--- config.mk ---
export PLATFORM = sky130hd
export DESIGN_NAME = radio_telegram_ring_store
export DESIGN_NICKNAME = d
export VERILOG_FILES = /design/src/rtl/core/rts_pkg.sv /design/src/rtl/core/rts_ram.sv /design/src/rtl/core/rts_ctrl.sv /design/src/rtl/core/rts_datapath.sv /design/src/rtl/core/radio_telegram_ring_store.sv
export SDC_FILE = /design/constraint.sdc
export NUM_CORES = 2
export LEC_CHECK = 0
export BUFFER_PORTS_ARGS = -buffer_cell sky130_fd_sc_hd__buf_2
export CAP_MARGIN = 15
export CORE_ASPECT_RATIO = 0.9
export CORE_MARGIN = 2
export CORE_UTILIZATION = 50
export CTS_CLUSTER_DIAMETER = 80
export DETAILED_ROUTE_END_ITERATION = 16
export PLACE_DENSITY = 0.63
export SYNTH_ARGS = -nofsm -noshare
export SYNTH_HDL_FRONTEND = slang
export SYNTH_HIERARCHICAL = 1
export SYNTH_SLANG_ARGS = --single-unit
--- constraint.sdc ---
create_clock -name clk -period 14.5 [get_ports clk]
set_clock_uncertainty 0.15 [all_clocks]
set_input_delay 0.725 -clock clk [delete_from_list [all_inputs] [get_ports clk]]
set_output_delay 0.725 -clock clk [all_outputs]
set_load 0.005 [all_outputs]
--- src/rtl/core/rts_pkg.sv ---
`timescale 1ns / 1ps
// ----------------------------------------------------------------------------
// rts_pkg
// Shared types, codes and defaults of the radio telegram ring store.
// ----------------------------------------------------------------------------
package rts_pkg;

    localparam int SLOT_COUNT_DEF     = 8;
    localparam int TELEGRAM_BYTES_DEF = 32;
    localparam int RSSI_WINDOW_DEF    = 8;

    localparam int FUNC_W  = 3;
    localparam int BYTE_W  = 8;
    localparam int TIME_W  = 32;
    localparam int INDEX_W = 6;
    localparam int COUNT_W = 8;
    localparam int CFG_A_W = 1;

    localparam logic [CFG_A_W-1:0] CFG_SYNC_HIGH = 1'b0;
    localparam logic [CFG_A_W-1:0] CFG_SYNC_LOW  = 1'b1;

    typedef enum logic [FUNC_W-1:0] {
        FUNC_PAYLOAD = 3'd0,
        FUNC_RSSI    = 3'd1,
        FUNC_COMMIT  = 3'd2,
        FUNC_READ    = 3'd3,
        FUNC_QUERY   = 3'd4
    } func_t;

    typedef enum logic [3:0] {
        ST_IDLE,
        ST_SUM,
        ST_DIV,
        ST_PAD,
        ST_STORE,
        ST_RESP,
        ST_RD_ADDR,
        ST_RD_LOAD,
        ST_RD_WAIT
    } state_t;

    typedef struct packed {
        logic accept;
        logic sum_en;
        logic div_en;
        logic pad_en;
        logic store_en;
        logic rd_load;
        logic load_status;
        logic step_clr;
        logic step_inc;
    } cmd_t;

    typedef struct packed {
        logic out_busy;
        logic out_free;
        logic eff_drop;
        logic fill_zero;
        logic seen_zero;
        logic sum_done;
        logic div_done;
        logic step_last;
    } sts_t;

endpackage

--- src/rtl/core/rts_ram.sv ---
`timescale 1ns / 1ps
// ----------------------------------------------------------------------------
// rts_ram
// Generic single write port, single read port RAM with registered read.
// ----------------------------------------------------------------------------
module rts_ram #(
    parameter int WIDTH = 8,
    parameter int DEPTH = 256,
    parameter int AW    = (DEPTH > 1) ? $clog2(DEPTH) : 1
) (
    input  logic             clk,
    input  logic             we,
    input  logic [AW-1:0]    waddr,
    input  logic [WIDTH-1:0] wdata,
    input  logic [AW-1:0]    raddr,
    output logic [WIDTH-1:0] rdata
);

    logic [WIDTH-1:0] mem [DEPTH];
    logic [WIDTH-1:0] rdata_reg;

    always_ff @(posedge clk)
    begin
        if (we)
        begin
            mem[waddr] <= wdata;
        end
        rdata_reg <= mem[raddr];
    end

    assign rdata = rdata_reg;

endmodule

--- src/rtl/core/rts_ctrl.sv ---
`timescale 1ns / 1ps
// ----------------------------------------------------------------------------
// rts_ctrl
// Sequencer of the ring store: item intake, commit steps and slot readout.
// ----------------------------------------------------------------------------
module rts_ctrl (
    input  logic                               clk,
    input  logic                               rst_n,
    input  logic                               in_valid,
    output logic                               in_ready,
    input  logic [rts_pkg::FUNC_W-1:0]         func,
    input  rts_pkg::sts_t                      sts,
    output rts_pkg::cmd_t                      cmd
);
    import rts_pkg::*;

    state_t state_reg;
    state_t state_next;
    logic   accept;

    assign in_ready = (state_reg == ST_IDLE) && !sts.out_busy;
    assign accept   = in_ready && in_valid;

    always_ff @(posedge clk or negedge rst_n)
    begin
        if (!rst_n)
        begin
            state_reg <= ST_IDLE;
        end
        else
        begin
            state_reg <= state_next;
        end
    end

    always_comb
    begin
        state_next = state_reg;
        case (state_reg)
            ST_IDLE:
            begin
                if (accept)
                begin
                    case (func_t'(func))
                        FUNC_COMMIT:
                        begin
                            if (sts.eff_drop)
                                state_next = ST_RESP;
                            else if (sts.seen_zero)
                                state_next = ST_PAD;
                            else
                                state_next = ST_SUM;
                        end
                        FUNC_READ:   state_next = sts.fill_zero ? ST_RESP : ST_RD_ADDR;
                        FUNC_QUERY:  state_next = ST_RESP;
                        default:     state_next = ST_IDLE;
                    endcase
                end
            end
            ST_SUM:     if (sts.sum_done) state_next = ST_DIV;
            ST_DIV:     if (sts.div_done) state_next = ST_PAD;
            ST_PAD:     if (sts.step_last) state_next = ST_STORE;
            ST_STORE:   state_next = ST_RESP;
            ST_RESP:    state_next = ST_IDLE;
            ST_RD_ADDR: state_next = ST_RD_LOAD;
            ST_RD_LOAD: state_next = ST_RD_WAIT;
            ST_RD_WAIT:
            begin
                if (sts.out_free)
                    state_next = sts.step_last ? ST_IDLE : ST_RD_ADDR;
            end
            default:    state_next = ST_IDLE;
        endcase
    end

    always_comb
    begin
        cmd = '0;
        cmd.accept = accept;
        case (state_reg)
            ST_SUM:
            begin
                cmd.sum_en   = 1'b1;
                cmd.step_clr = sts.sum_done;
                cmd.step_inc = !sts.sum_done;
            end
            ST_DIV:
            begin
                cmd.div_en   = 1'b1;
                cmd.step_clr = sts.div_done;
                cmd.step_inc = !sts.div_done;
            end
            ST_PAD:
            begin
                cmd.pad_en   = 1'b1;
                cmd.step_inc = 1'b1;
            end
            ST_STORE:   cmd.store_en = 1'b1;
            ST_RESP:    cmd.load_status = 1'b1;
            ST_RD_LOAD: cmd.rd_load = 1'b1;
            ST_RD_WAIT: cmd.step_inc = sts.out_free && !sts.step_last;
            default:    cmd.accept = accept;
        endcase
    end

endmodule

--- src/rtl/core/rts_datapath.sv ---
`timescale 1ns / 1ps
// ----------------------------------------------------------------------------
// rts_datapath
// Slot storage, telegram assembly, rssi averaging and the output register.
// ----------------------------------------------------------------------------
module rts_datapath #(
    parameter int SLOT_COUNT     = rts_pkg::SLOT_COUNT_DEF,
    parameter int TELEGRAM_BYTES = rts_pkg::TELEGRAM_BYTES_DEF,
    parameter int RSSI_WINDOW    = rts_pkg::RSSI_WINDOW_DEF
) (
    input  logic                          clk,
    input  logic                          rst_n,
    input  logic                          cfg_we,
    input  logic [rts_pkg::CFG_A_W-1:0]   cfg_addr,
    input  logic [rts_pkg::BYTE_W-1:0]    cfg_data,
    input  logic [rts_pkg::FUNC_W-1:0]    func,
    input  logic [rts_pkg::BYTE_W-1:0]    data_byte,
    input  logic [rts_pkg::BYTE_W-1:0]    rssi_sample,
    input  logic [rts_pkg::TIME_W-1:0]    rx_time,
    input  rts_pkg::cmd_t                 cmd,
    output rts_pkg::sts_t                 sts,
    output logic                          out_valid,
    input  logic                          out_ready,
    output logic [rts_pkg::BYTE_W-1:0]    slot_byte,
    output logic [rts_pkg::INDEX_W-1:0]   byte_index,
    output logic [rts_pkg::TIME_W-1:0]    stored_time,
    output logic [rts_pkg::BYTE_W-1:0]    rssi_average,
    output logic                          ring_empty,
    output logic [rts_pkg::COUNT_W-1:0]   stored_count,
    output logic                          last
);
    import rts_pkg::*;

    localparam int SIW  = (SLOT_COUNT > 1) ? $clog2(SLOT_COUNT) : 1;
    localparam int AW   = $clog2(SLOT_COUNT * TELEGRAM_BYTES);
    localparam int PSW  = $clog2(TELEGRAM_BYTES - 1);
    localparam int PW   = (RSSI_WINDOW > 1) ? $clog2(RSSI_WINDOW) : 1;
    localparam int SEW  = $clog2(RSSI_WINDOW + 1);
    localparam int FW   = $clog2(SLOT_COUNT + 1);
    localparam int SUMW = $clog2(RSSI_WINDOW * 255 + 1);
    localparam int M1   = (TELEGRAM_BYTES > SUMW) ? TELEGRAM_BYTES : SUMW;
    localparam int MAXS = (M1 > RSSI_WINDOW) ? M1 : RSSI_WINDOW;
    localparam int STW  = $clog2(MAXS + 1);
    localparam int MW   = TIME_W + BYTE_W;

    logic [BYTE_W-1:0]  sync_hi_reg, sync_hi_next;
    logic [BYTE_W-1:0]  sync_lo_reg, sync_lo_next;
    logic [SIW-1:0]     wslot_reg, wslot_next;
    logic [SIW-1:0]     rslot_reg, rslot_next;
    logic [SIW-1:0]     cur_reg, cur_next;
    logic [FW-1:0]      fill_reg, fill_next;
    logic [BYTE_W-1:0]  avg_reg, avg_next;
    logic               open_reg, open_next;
    logic               drop_reg, drop_next;
    logic [PSW-1:0]     pseen_reg, pseen_next;
    logic [SEW-1:0]     seen_reg, seen_next;
    logic [PW-1:0]      pos_reg, pos_next;
    logic [PSW-1:0]     len_reg, len_next;
    logic [TIME_W-1:0]  stamp_reg, stamp_next;
    logic [SUMW-1:0]    acc_reg, acc_next;
    logic [SEW-1:0]     rem_reg, rem_next;
    logic [STW-1:0]     step_reg, step_next;

    logic               ov_reg, ov_next;
    logic [BYTE_W-1:0]  ob_reg, ob_next;
    logic [INDEX_W-1:0] oi_reg, oi_next;
    logic [TIME_W-1:0]  ot_reg, ot_next;
    logic [BYTE_W-1:0]  oa_reg, oa_next;
    logic               oe_reg, oe_next;
    logic [COUNT_W-1:0] oc_reg, oc_next;
    logic               ol_reg, ol_next;

    logic               eff_drop;
    logic [PSW-1:0]     eff_pseen;
    logic [SEW-1:0]     eff_seen;
    logic [PW-1:0]      eff_pos;
    logic [AW-1:0]      wbase;
    logic               sb_we;
    logic [AW-1:0]      sb_waddr;
    logic [BYTE_W-1:0]  sb_wdata;
    logic [AW-1:0]      sb_raddr;
    logic [BYTE_W-1:0]  sb_q;
    logic               h_we;
    logic [BYTE_W-1:0]  h_q;
    logic               m_we;
    logic [MW-1:0]      m_wdata;
    logic [MW-1:0]      m_q;
    logic [SEW:0]       rem_sh;
    logic               qbit;
    logic               fill_zero;

    assign eff_drop  = open_reg ? drop_reg : (fill_reg >= FW'(SLOT_COUNT));
    assign eff_pseen = open_reg ? pseen_reg : '0;
    assign eff_seen  = open_reg ? seen_reg : '0;
    assign eff_pos   = open_reg ? pos_reg : '0;
    assign wbase     = AW'(wslot_reg * TELEGRAM_BYTES);
    assign sb_raddr  = AW'(cur_reg * TELEGRAM_BYTES) + AW'(step_reg);
    assign fill_zero = (fill_reg == '0);
    assign rem_sh    = {rem_reg, acc_reg[SUMW-1]};
    assign qbit      = (rem_sh >= {1'b0, seen_reg});

    assign sts.out_busy  = ov_reg;
    assign sts.out_free  = !ov_reg || out_ready;
    assign sts.eff_drop  = eff_drop;
    assign sts.fill_zero = fill_zero;
    assign sts.seen_zero = (eff_seen == '0);
    assign sts.sum_done  = (step_reg == STW'(seen_reg));
    assign sts.div_done  = (step_reg == STW'(SUMW - 1));
    assign sts.step_last = (step_reg == STW'(TELEGRAM_BYTES - 1));

    always_comb
    begin
        sync_hi_next = sync_hi_reg;
        sync_lo_next = sync_lo_reg;
        wslot_next   = wslot_reg;
        rslot_next   = rslot_reg;
        cur_next     = cur_reg;
        fill_next    = fill_reg;
        avg_next     = avg_reg;
        open_next    = open_reg;
        drop_next    = drop_reg;
        pseen_next   = pseen_reg;
        seen_next    = seen_reg;
        pos_next     = pos_reg;
        len_next     = len_reg;
        stamp_next   = stamp_reg;
        acc_next     = acc_reg;
        rem_next     = rem_reg;
        step_next    = step_reg;
        sb_we        = 1'b0;
        sb_waddr     = wbase + AW'(2) + AW'(eff_pseen);
        sb_wdata     = data_byte;
        h_we         = 1'b0;
        m_we         = 1'b0;
        m_wdata      = {stamp_reg, avg_reg};

        if (cfg_we)
        begin
            if (cfg_addr == CFG_SYNC_HIGH)
                sync_hi_next = cfg_data;
            else
                sync_lo_next = cfg_data;
        end

        if (cmd.step_clr)
            step_next = '0;
        else if (cmd.step_inc)
            step_next = step_reg + STW'(1);

        if (cmd.accept)
        begin
            step_next = '0;
            case (func_t'(func))
                FUNC_PAYLOAD:
                begin
                    open_next  = 1'b1;
                    drop_next  = eff_drop;
                    pseen_next = eff_pseen;
                    seen_next  = eff_seen;
                    pos_next   = eff_pos;
                    if (!eff_drop)
                    begin
                        sb_we = (int'(eff_pseen) + 3 < TELEGRAM_BYTES);
                        if (eff_pseen < PSW'(TELEGRAM_BYTES - 2))
                            pseen_next = eff_pseen + PSW'(1);
                    end
                end
                FUNC_RSSI:
                begin
                    open_next  = 1'b1;
                    drop_next  = eff_drop;
                    pseen_next = eff_pseen;
                    seen_next  = eff_seen;
                    pos_next   = eff_pos;
                    if (!eff_drop)
                    begin
                        h_we = 1'b1;
                        if (int'(eff_pos) + 1 >= RSSI_WINDOW)
                            pos_next = '0;
                        else
                            pos_next = eff_pos + PW'(1);
                        if (eff_seen < SEW'(RSSI_WINDOW))
                            seen_next = eff_seen + SEW'(1);
                    end
                end
                FUNC_COMMIT:
                begin
                    pseen_next = eff_pseen;
                    seen_next  = eff_seen;
                    stamp_next = rx_time;
                    acc_next   = '0;
                    rem_next   = '0;
                    if (eff_pseen < PSW'(TELEGRAM_BYTES - 2))
                        len_next = eff_pseen;
                    else
                        len_next = PSW'(TELEGRAM_BYTES - 4);
                    if (eff_drop)
                    begin
                        open_next  = 1'b0;
                        drop_next  = 1'b0;
                        pseen_next = '0;
                        seen_next  = '0;
                        pos_next   = '0;
                    end
                end
                FUNC_READ:
                begin
                    if (!fill_zero)
                    begin
                        cur_next  = rslot_reg;
                        fill_next = fill_reg - FW'(1);
                        if (int'(rslot_reg) + 1 >= SLOT_COUNT)
                            rslot_next = '0;
                        else
                            rslot_next = rslot_reg + SIW'(1);
                    end
                end
                default:
                begin
                    open_next = open_reg;
                end
            endcase
        end

        if (cmd.sum_en && (step_reg != '0))
            acc_next = acc_reg + SUMW'(h_q);

        if (cmd.div_en)
        begin
            rem_next = qbit ? SEW'(rem_sh - {1'b0, seen_reg}) : rem_sh[SEW-1:0];
            acc_next = {acc_reg[SUMW-2:0], qbit};
        end

        if (cmd.pad_en)
        begin
            sb_waddr = wbase + AW'(step_reg);
            if (step_reg == '0)
            begin
                sb_we    = 1'b1;
                sb_wdata = sync_hi_reg;
            end
            else if (step_reg == STW'(1))
            begin
                sb_we    = 1'b1;
                sb_wdata = sync_lo_reg;
            end
            else
            begin
                sb_we    = (int'(step_reg) >= int'(len_reg) + 2);
                sb_wdata = '0;
            end
        end

        if (cmd.store_en)
        begin
            if (seen_reg != '0)
                avg_next = acc_reg[BYTE_W-1:0];
            m_we      = 1'b1;
            m_wdata   = {stamp_reg, avg_next};
            fill_next = fill_reg + FW'(1);
            if (int'(wslot_reg) + 1 >= SLOT_COUNT)
                wslot_next = '0;
            else
                wslot_next = wslot_reg + SIW'(1);
            open_next  = 1'b0;
            drop_next  = 1'b0;
            pseen_next = '0;
            seen_next  = '0;
            pos_next   = '0;
        end
    end

    always_comb
    begin
        ov_next = ov_reg;
        ob_next = ob_reg;
        oi_next = oi_reg;
        ot_next = ot_reg;
        oa_next = oa_reg;
        oe_next = oe_reg;
        oc_next = oc_reg;
        ol_next = ol_reg;
        if (ov_reg && out_ready)
            ov_next = 1'b0;
        if (cmd.load_status)
        begin
            ov_next = 1'b1;
            ob_next = '0;
            oi_next = '0;
            ot_next = '0;
            oa_next = '0;
            oe_next = fill_zero;
            oc_next = COUNT_W'(fill_reg);
            ol_next = 1'b1;
        end
        else if (cmd.rd_load)
        begin
            ov_next = 1'b1;
            ob_next = sb_q;
            oi_next = INDEX_W'(step_reg);
            ot_next = m_q[MW-1:BYTE_W];
            oa_next = m_q[BYTE_W-1:0];
            oe_next = fill_zero;
            oc_next = COUNT_W'(fill_reg);
            ol_next = sts.step_last;
        end
    end

    always_ff @(posedge clk or negedge rst_n)
    begin
        if (!rst_n)
        begin
            sync_hi_reg <= '0;
            sync_lo_reg <= '0;
            wslot_reg   <= '0;
            rslot_reg   <= '0;
            cur_reg     <= '0;
            fill_reg    <= '0;
            avg_reg     <= '0;
            open_reg    <= 1'b0;
            drop_reg    <= 1'b0;
            pseen_reg   <= '0;
            seen_reg    <= '0;
            pos_reg     <= '0;
            step_reg    <= '0;
            ov_reg      <= 1'b0;
        end
        else
        begin
            sync_hi_reg <= sync_hi_next;
            sync_lo_reg <= sync_lo_next;
            wslot_reg   <= wslot_next;
            rslot_reg   <= rslot_next;
            cur_reg     <= cur_next;
            fill_reg    <= fill_next;
            avg_reg     <= avg_next;
            open_reg    <= open_next;
            drop_reg    <= drop_next;
            pseen_reg   <= pseen_next;
            seen_reg    <= seen_next;
            pos_reg     <= pos_next;
            step_reg    <= step_next;
            ov_reg      <= ov_next;
        end
    end

    always_ff @(posedge clk)
    begin
        len_reg   <= len_next;
        stamp_reg <= stamp_next;
        acc_reg   <= acc_next;
        rem_reg   <= rem_next;
        ob_reg    <= ob_next;
        oi_reg    <= oi_next;
        ot_reg    <= ot_next;
        oa_reg    <= oa_next;
        oe_reg    <= oe_next;
        oc_reg    <= oc_next;
        ol_reg    <= ol_next;
    end

    rts_ram #(
        .WIDTH (BYTE_W),
        .DEPTH (SLOT_COUNT * TELEGRAM_BYTES)
    ) u_slot_ram (
        .clk   (clk),
        .we    (sb_we),
        .waddr (sb_waddr),
        .wdata (sb_wdata),
        .raddr (sb_raddr),
        .rdata (sb_q)
    );

    rts_ram #(
        .WIDTH (MW),
        .DEPTH (SLOT_COUNT)
    ) u_meta_ram (
        .clk   (clk),
        .we    (m_we),
        .waddr (wslot_reg),
        .wdata (m_wdata),
        .raddr (cur_reg),
        .rdata (m_q)
    );

    rts_ram #(
        .WIDTH (BYTE_W),
        .DEPTH (RSSI_WINDOW)
    ) u_rssi_ram (
        .clk   (clk),
        .we    (h_we),
        .waddr (eff_pos),
        .wdata (rssi_sample),
        .raddr (step_reg[PW-1:0]),
        .rdata (h_q)
    );

    assign out_valid    = ov_reg;
    assign slot_byte    = ob_reg;
    assign byte_index   = oi_reg;
    assign stored_time  = ot_reg;
    assign rssi_average = oa_reg;
    assign ring_empty   = oe_reg;
    assign stored_count = oc_reg;
    assign last         = ol_reg;

endmodule

--- src/rtl/core/radio_telegram_ring_store.sv ---
`timescale 1ns / 1ps
// ----------------------------------------------------------------------------
// radio_telegram_ring_store
// Ring of received radio telegram slots with timestamp and rssi average.
// ----------------------------------------------------------------------------
// input channel (in_valid/in_ready) takes one word per func: payload byte,
// rssi sample, commit, read or query. payload and rssi words leave the
// sequencer idle and give no result. a commit sums the rssi window and
// divides the sum by the sample count (both skipped when no sample came),
// then writes sync bytes and zero padding, stores the slot and loads one
// status word into the output register; a telegram begun on a full ring is
// dropped at commit with only the status word. a read of a stored slot gives
// TELEGRAM_BYTES words on the output channel (out_valid/out_ready), each
// fetched from the slot RAM into the output register once it is free; last
// marks the final word. read when empty and query load one status word.
// one item is in work at a time; in_ready stays low until its last word has
// left the output register. a stalled receiver holds the output register and
// the sequencer. reset empties the ring and clears sync bytes and rssi
// history state; no clearing pass is needed. config writes (cfg_we) must go
// only while the block is idle; the block itself does not enforce this.
// ----------------------------------------------------------------------------
module radio_telegram_ring_store #(
    parameter int SLOT_COUNT     = rts_pkg::SLOT_COUNT_DEF,
    parameter int TELEGRAM_BYTES = rts_pkg::TELEGRAM_BYTES_DEF,
    parameter int RSSI_WINDOW    = rts_pkg::RSSI_WINDOW_DEF
) (
    input  logic                          clk,
    input  logic                          rst_n,
    input  logic                          cfg_we,
    input  logic [rts_pkg::CFG_A_W-1:0]   cfg_addr,
    input  logic [rts_pkg::BYTE_W-1:0]    cfg_data,
    input  logic                          in_valid,
    output logic                          in_ready,
    input  logic [rts_pkg::FUNC_W-1:0]    func,
    input  logic [rts_pkg::BYTE_W-1:0]    data_byte,
    input  logic [rts_pkg::BYTE_W-1:0]    rssi_sample,
    input  logic [rts_pkg::TIME_W-1:0]    rx_time,
    output logic                          out_valid,
    input  logic                          out_ready,
    output logic [rts_pkg::BYTE_W-1:0]    slot_byte,
    output logic [rts_pkg::INDEX_W-1:0]   byte_index,
    output logic [rts_pkg::TIME_W-1:0]    stored_time,
    output logic [rts_pkg::BYTE_W-1:0]    rssi_average,
    output logic                          ring_empty,
    output logic [rts_pkg::COUNT_W-1:0]   stored_count,
    output logic                          last
);
    import rts_pkg::*;

    cmd_t cmd;
    sts_t sts;

    rts_ctrl u_ctrl (
        .clk      (clk),
        .rst_n    (rst_n),
        .in_valid (in_valid),
        .in_ready (in_ready),
        .func     (func),
        .sts      (sts),
        .cmd      (cmd)
    );

    rts_datapath #(
        .SLOT_COUNT     (SLOT_COUNT),
        .TELEGRAM_BYTES (TELEGRAM_BYTES),
        .RSSI_WINDOW    (RSSI_WINDOW)
    ) u_datapath (
        .clk          (clk),
        .rst_n        (rst_n),
        .cfg_we       (cfg_we),
        .cfg_addr     (cfg_addr),
        .cfg_data     (cfg_data),
        .func         (func),
        .data_byte    (data_byte),
        .rssi_sample  (rssi_sample),
        .rx_time      (rx_time),
        .cmd          (cmd),
        .sts          (sts),
        .out_valid    (out_valid),
        .out_ready    (out_ready),
        .slot_byte    (slot_byte),
        .byte_index   (byte_index),
        .stored_time  (stored_time),
        .rssi_average (rssi_average),
        .ring_empty   (ring_empty),
        .stored_count (stored_count),
        .last         (last)
    );

endmodule
Word-level counts from Yosys, hierarchy flattened
Memory sizes are Yosys's and may differ from the RTL's. A register that Yosys moved wholly into a read port is not among the register bits.
Index checks and enable logic that the tools add are counted.

word-level totals
  flip-flop bits (word level) = 174
  latch bits = 0
  RAM bits = 2432
  memory bits (read-only) = 0
  input port bits = 65
  output and inout port bits = 66
  logic and storage cells = 216
  memories kept = 3

memory list
  memory                     depth  width  rd ports  clocked after memory_dff  wr ports  RTL line       text
  u_datapath.u_slot_ram.mem  256    8      1         1                         1         rts_ram.sv:19  logic [WIDTH-1:0] mem [DEPTH];
  u_datapath.u_meta_ram.mem  8      40     1         1                         1         rts_ram.sv:19
  u_datapath.u_rssi_ram.mem  8      8      1         1                         1         rts_ram.sv:19

cells by class
  add/subtract/negate cells = 19
  multipliers = 0
  divide/modulo/power cells = 0
  $lt $le $gt $ge = 9
  equal/unequal tests = 23
  shifts and indexed selects = 0
  multiplexer cells = 94
  bitwise gates (word level) = 2
  reduce and logical (&&, ||, !) cells = 40

operators with widths
  operator                                                                              count
  32-bit by 5-bit greater-or-equal comparator with 1-bit output, second input constant  3
  4-bit 2-to-1 mux                                                                      22
  8-bit 2-to-1 mux                                                                      6
  11-bit 2-to-1 mux                                                                     4
  1-bit 2-to-1 mux                                                                      33
  7-bit by 32-bit greater-or-equal comparator with 1-bit output                         1
  32-bit by 7-bit < comparator with 1-bit output, second input constant                 1
  4-bit case mux with 8 select lines                                                    1
  5-bit 2-to-1 mux                                                                      6
  3-bit 2-to-1 mux                                                                      9
  4-bit case mux with 3 select lines                                                    2
  6-bit 2-to-1 mux                                                                      3
  8-bit by 6-bit adder with 8-bit output                                                2
  4-bit by 3-bit equality test with 1-bit output, second input constant                 4
  5-bit case mux with 3 select lines                                                    1
  3-bit nonzero test                                                                    5
  3-bit by 1-bit adder with 4-bit output, second input constant                         3
  5-bit by 2-bit adder with 6-bit output, second input constant                         2
  4-bit zero test                                                                       3
  2-bit AND reduction                                                                   6
  3-bit AND reduction                                                                   4
  11-bit by 8-bit adder with 11-bit output                                              1
  2-bit by 1-bit inequality test with 1-bit output, second input constant               5
  2-bit nonzero test                                                                    5
  other kinds (38)                                                                      55

Longest topological paths before layout
  depth after elaboration = 9
  mapped depth = 14
  depth with buffers taken out = 10

Hierarchy
Netlist, hierarchy kept.

modules (own cells, without submodules)
  module                           times used  cells an instance  area each (um2)  sequential area each (um2)
  rts_ram (u_datapath.u_slot_ram)  1           3733               79556.3          61659.1
  rts_ram (u_datapath.u_meta_ram)  1           515                13171.4          10410.0
  rts_datapath                     1           715                7988.9           4264.1
  rts_ram (u_datapath.u_rssi_ram)  1           114                2691.3           2082.0
  rts_ctrl                         1           61                 464.2            100.1

Worst setup path after synthesis
Ideal clock, no wire load.

  path type = reg-to-reg
  start point = reg u_datapath.step_reg[0]
  end point = mem u_datapath.u_slot_ram.mem[0][0] (data pin)
  setup time = 1.578 ns
  data arrival time = 8.367 ns
  data required time = 12.772 ns
  path slack = 4.405 ns
  stages on the path, launching flop included = 7
  buffers on the path = 1
  period minus slack after synthesis = 10.095 ns
  cell sequence = dfrtp_1 clkbuf_1 inv_1 ha_1 a21oi_1 a22oi_1 a21oi_1

between the ends
  word-level cells in the longest chain between the ends = 4
  elaborated cells between the ends (all ways) = 5
  classes of those cells = 1 x eq/ne; 3 x mux; 1 x reduce/logical

RTL lines
  what                                            RTL line             text
  from (decl)                                     rts_datapath.sv:62   logic [STW-1:0] step_reg, step_next;
  from (signal assigned)                          rts_datapath.sv:342  step_reg <= step_next;
  6-bit by 1-bit equality test with 1-bit output  rts_datapath.sv:242  else if (step_reg == STW'(1))
  8-bit 2-to-1 mux                                rts_datapath.sv:242
  8-bit 2-to-1 mux *                              rts_datapath.sv:237  if (step_reg == '0)
  8-bit 2-to-1 mux *                              rts_datapath.sv:234  if (cmd.pad_en)
  named net u_datapath.sb_wdata[0]                rts_datapath.sv:80   logic [BYTE_W-1:0] sb_wdata;
  to (decl)                                       rts_ram.sv:19

Mark *: on every way through the listed nets, which the timed path passes. The rest lies on a longest branch.

Final worst setup path
  start point = reg u_datapath.step_reg[1]
  end point = reg u_datapath.u_slot_ram.rdata_reg[0] (netlist: u_datapath/u_slot_ram/rdata[0]), read port of u_datapath.u_slot_ram.mem

between the ends
  word-level cells in the longest chain between the ends = 1

RTL lines
  what                                    RTL line            text
  8-bit by 6-bit adder with 8-bit output  rts_datapath.sv:97  assign sb_raddr = AW'(cur_reg * TELEGRAM_BYTES) + AW'(step_reg);
  to (decl)                               rts_ram.sv:20       logic [WIDTH-1:0] rdata_reg;

No other way between the ends.
A chain may end at the register's enable or synchronous reset.

==> impl_metrics.json <==
{
  "synthCells": 5138,
  "tns_ps": 0,
  "drive_above_1_share_pct": 21.5,
  "fin_ws_ps": 8380,
  "postSynthAreaPerCell_sq_um": 20.2,
  "root_buffer": "clkbuf_16",
  "met3_usage_pct": 3.95,
  "grt_usage_pct": 23.6,
  "top_register": "u_datapath/u_slot_ram/mem",
  "swShare_pct": 28.4,
  "setup_violations": 0,
  "num_io_pins": 131,
  "nNetsFinal": 5519,
  "slew_violations": 0,
  "num_vias": 52100,
  "clkTransAtPathRegs_ps": 70,
  "hold_class": "input pin to flop",
  "seqPwrFrac_pct": 45.1,
  "synth_edf_count": 2489,
  "hpwl_mm": 149,
  "fp-row-count": 158,
  "grt_max_degree": 221,
  "p_leak_nw": 36.7,
  "die-area_sq_um": 211000,
  "cp_top_family": "buffers and inverters",
  "ys_seq_area_share_pct": 75.6,
  "clock_latency_ps": 910,
  "post-synth-top-area-fraction_pct": 72.0,
  "htree_levels": 5,
  "arrival_ps": 6780,
  "powerDensity_nw_per_um2": 180,
  "outcome": "completed",
  "cts.path.max_buffers": 4,
  "path_common_cell": "buf_4",
  "relSlewSlack_pct": 11.8,
  "synth_area_leaders": "edfxtp_1 72%, mux4_2 9.9%, mux4_1 2.5%, dfxtp_1 2.1%, mux2i_1 1.9%",
  "ys_ff_latch": 2662,
  "cap_violations": 0,
  "grt_pass1_wl_mm": 364,
  "synth-main-ff-cell": "edfxtp_1",
  "start_util_pct": 50.4,
  "finish.utilization_pct": 56.5,
  "antennaDiodeCount": 0,
  "fmax_ghz": 0.163,
  "die_h_microns": 436,
  "period_share_pct": 42.2,
  "critPathKind": "flop to flop",
  "grt_overflow": 0,
  "crit_path_cell_trace": "buf_4 -> buf_12 -> buf_4 -> buf_4 -> mux4_2 -> mux4_2 -> nor2_1 -> a2111oi_0 -> nor3_1 -> nor4_2",
  "grt_pass1_vias": 51600,
  "post_cts_buffers": 0,
  "required_ps": 15170,
  "cp_num_buf_inv": 4,
  "async_reset_ff_share_pct": 2.33,
  "top_regs": "u_datapath/u_slot_ram/mem: 2048 flops, u_datapath/u_meta_ram/mem: 320 flops, u_datapath/u_rssi_ram/mem: 64 flops",
  "switching_power_w": 0.00596,
  "drt_wl_total_mm": 251,
  "synthDistinctLibCells": 86,
  "final_cell_mix": "2489 x edfxtp_1, 455 x mux4_2, 374 x nor2_1",
  "die_x_microns": 484,
  "worstPathMaxFanout": 96,
  "coreArea_sq_um": 206000,
  "use_met2_pct": 36.5,
  "portBuffers": 126,
  "slowest_delay_ps": 990,
  "internal-power_w": 0.0150,
  "gr-usage-met1_pct": 35.2,
  "whs_ps": 97.5,
  "largest_reg_flops": 2048,
  "place.gp.congestion": 0.838,
  "crit_path_start_kind": "flop",
  "area_growth_pct": 12.1,
  "rsz0062_at_grt": "false",
  "drc": 0,
  "cts_buffers": 280,
  "drtIter0Drc": 6070,
  "viasPerCell": 6.26,
  "synth.largest_area_cell": "edfxtp_1",
  "layout_commonest_cell": "edfxtp_1",
  "postRouteAntennaNets": 0,
  "post-place-ws_ps": 8420,
  "busiest_layer": "met2",
  "cts_sinks": 2662,
  "hold_viol_final": 0,
  "period_minus_slack_ps": 6120,
  "max-vdd-ir-drop_v": 0.000254,
  "clkPwrFrac_pct": 32.5,
  "antenna_found_initial": 7,
  "end_kind": "flop",
  "worst_pin_slew_ps": 1310,
  "firstDrtPassIters": 6,
  "post_drt_wl_per_cell_microns": 30.2,
  "cts_tree": "built",
  "slowest_stage": "a2111oi_0",
  "synth.cell_area_sq_um": 104000,
  "p_comb_share_pct": 22.5,
  "ys_warn_count": 6
}
[cells in the mapped netlist, types with 28 or more instances]
cell type	instances
buf_6	31
mux2i_1	193
mux4_1	97
nand3_1	42
buf_4	35
nor2b_1	41
mux2_2	77
dfxtp_1	111
nor2_1	386
nand2_1	94
nand2b_1	31
mux4_2	455
o221ai_1	46
ha_1	37
buf_2	44
nor4_1	28
a21oi_1	123
dfrtp_1	62
a22oi_1	144
o21ai_0	38
edfxtp_1	2489
clkbuf_1	147
o22ai_1	31
nor3_1	33
[worst reg2reg max path, cell delays in order (launching register included)]
cell and delay (ps):
dfrtp_4 570, buf_4 490, buf_12 510, buf_4 930, buf_4 880, mux4_2 410
mux4_2 250, nor2_1 80, a2111oi_0 990, nor3_1 430, nor4_2 330
[kinds of logic after synthesis]
logic type	share of synthesized area [%]
DFF	75.6
muxes	15.1
and+or+nand+nor	3.24
AOI/OAI and AO/OA	3.44
buffers and inverters	1.89
adders and majority gates	0.504
xor gates and xnor gates	0.270
other	0.00361
[layer usage]
metal  wire (microns)  vias to the layer above  share of wire, %
met4             6490                        4               2.6
met2           118000                     2320                47
met3            20400                      408               8.1
li1                 -                    21700                 -
met5               26                        -             0.010
met1           106000                    27600                42
[worst paths after layout]
path                                                      endpoint                               startpoint  slack, ps  cells after the start
setup / recovery            u_datapath/u_slot_ram/rdata[0]$_DFF_P_       u_datapath/step_reg[1]$_DFFE_PN0P_       8380                     10
hold / removal                    u_datapath/out_valid$_DFFE_PN0P_                                out_ready        100                      3
setup reg to reg            u_datapath/u_slot_ram/rdata[0]$_DFF_P_       u_datapath/step_reg[1]$_DFFE_PN0P_       8380                     10
hold reg to reg            u_datapath/stored_time[18]$_SDFFE_PP0P_  u_datapath/u_meta_ram/rdata[26]$_DFF_P_        290                      2
max in group asynchronous        u_datapath/cur_reg[2]$_DFFE_PN0P_                                    rst_n      13080                      3
min in group asynchronous         u_datapath/out_valid$_DFFE_PN0P_                                    rst_n        420                      3
[layout make-up]
| type | count | area (sq um) |
|---|---|---|
| inverter | 29 | 109 |
| tap | 2720 | 3400 |
| sequential | 2662 | 78500 |
| multi-input combinational | 2147 | 23700 |
| clock inverter | 108 | 1050 |
| fill | 15200 | 89800 |
| clock buffer | 367 | 7530 |
| timing repair buffer | 294 | 2110 |
[through the flow]
step                total power, W  std cells  cell area (sq um)
detailed placement          0.0144       7800             107000
CTS                         0.0212       8324             116000
global route                0.0217       8327             116000
global placement            0.0143       7796             107000
finish                      0.0210       8327             116000
floorplan                   0.0131       5141             104000
[power groups by stage]
| stage | clock [W] | combinational [W] | sequential, W |
|---|---|---|---|
| 2_1_floorplan | 0 | 0.00336 | 0.00970 |
| 3_3_place_gp | 0 | 0.00466 | 0.00962 |
| 3_5_place_dp | 0 | 0.00472 | 0.00963 |
| 4_1_cts | 0.00694 | 0.00475 | 0.00947 |
| 5_1_grt | 0.00723 | 0.00502 | 0.00949 |
| 6_report | 0.00682 | 0.00471 | 0.00946 |
[what timing repair did]
| item | CTS | global route |
|---|---|---|
| hold buffers | 49 | 0 |
| hold endpoints to repair | 174 | 0 |
| resized for setup | 0 | 0 |
(Power assumes the default switching activity.)
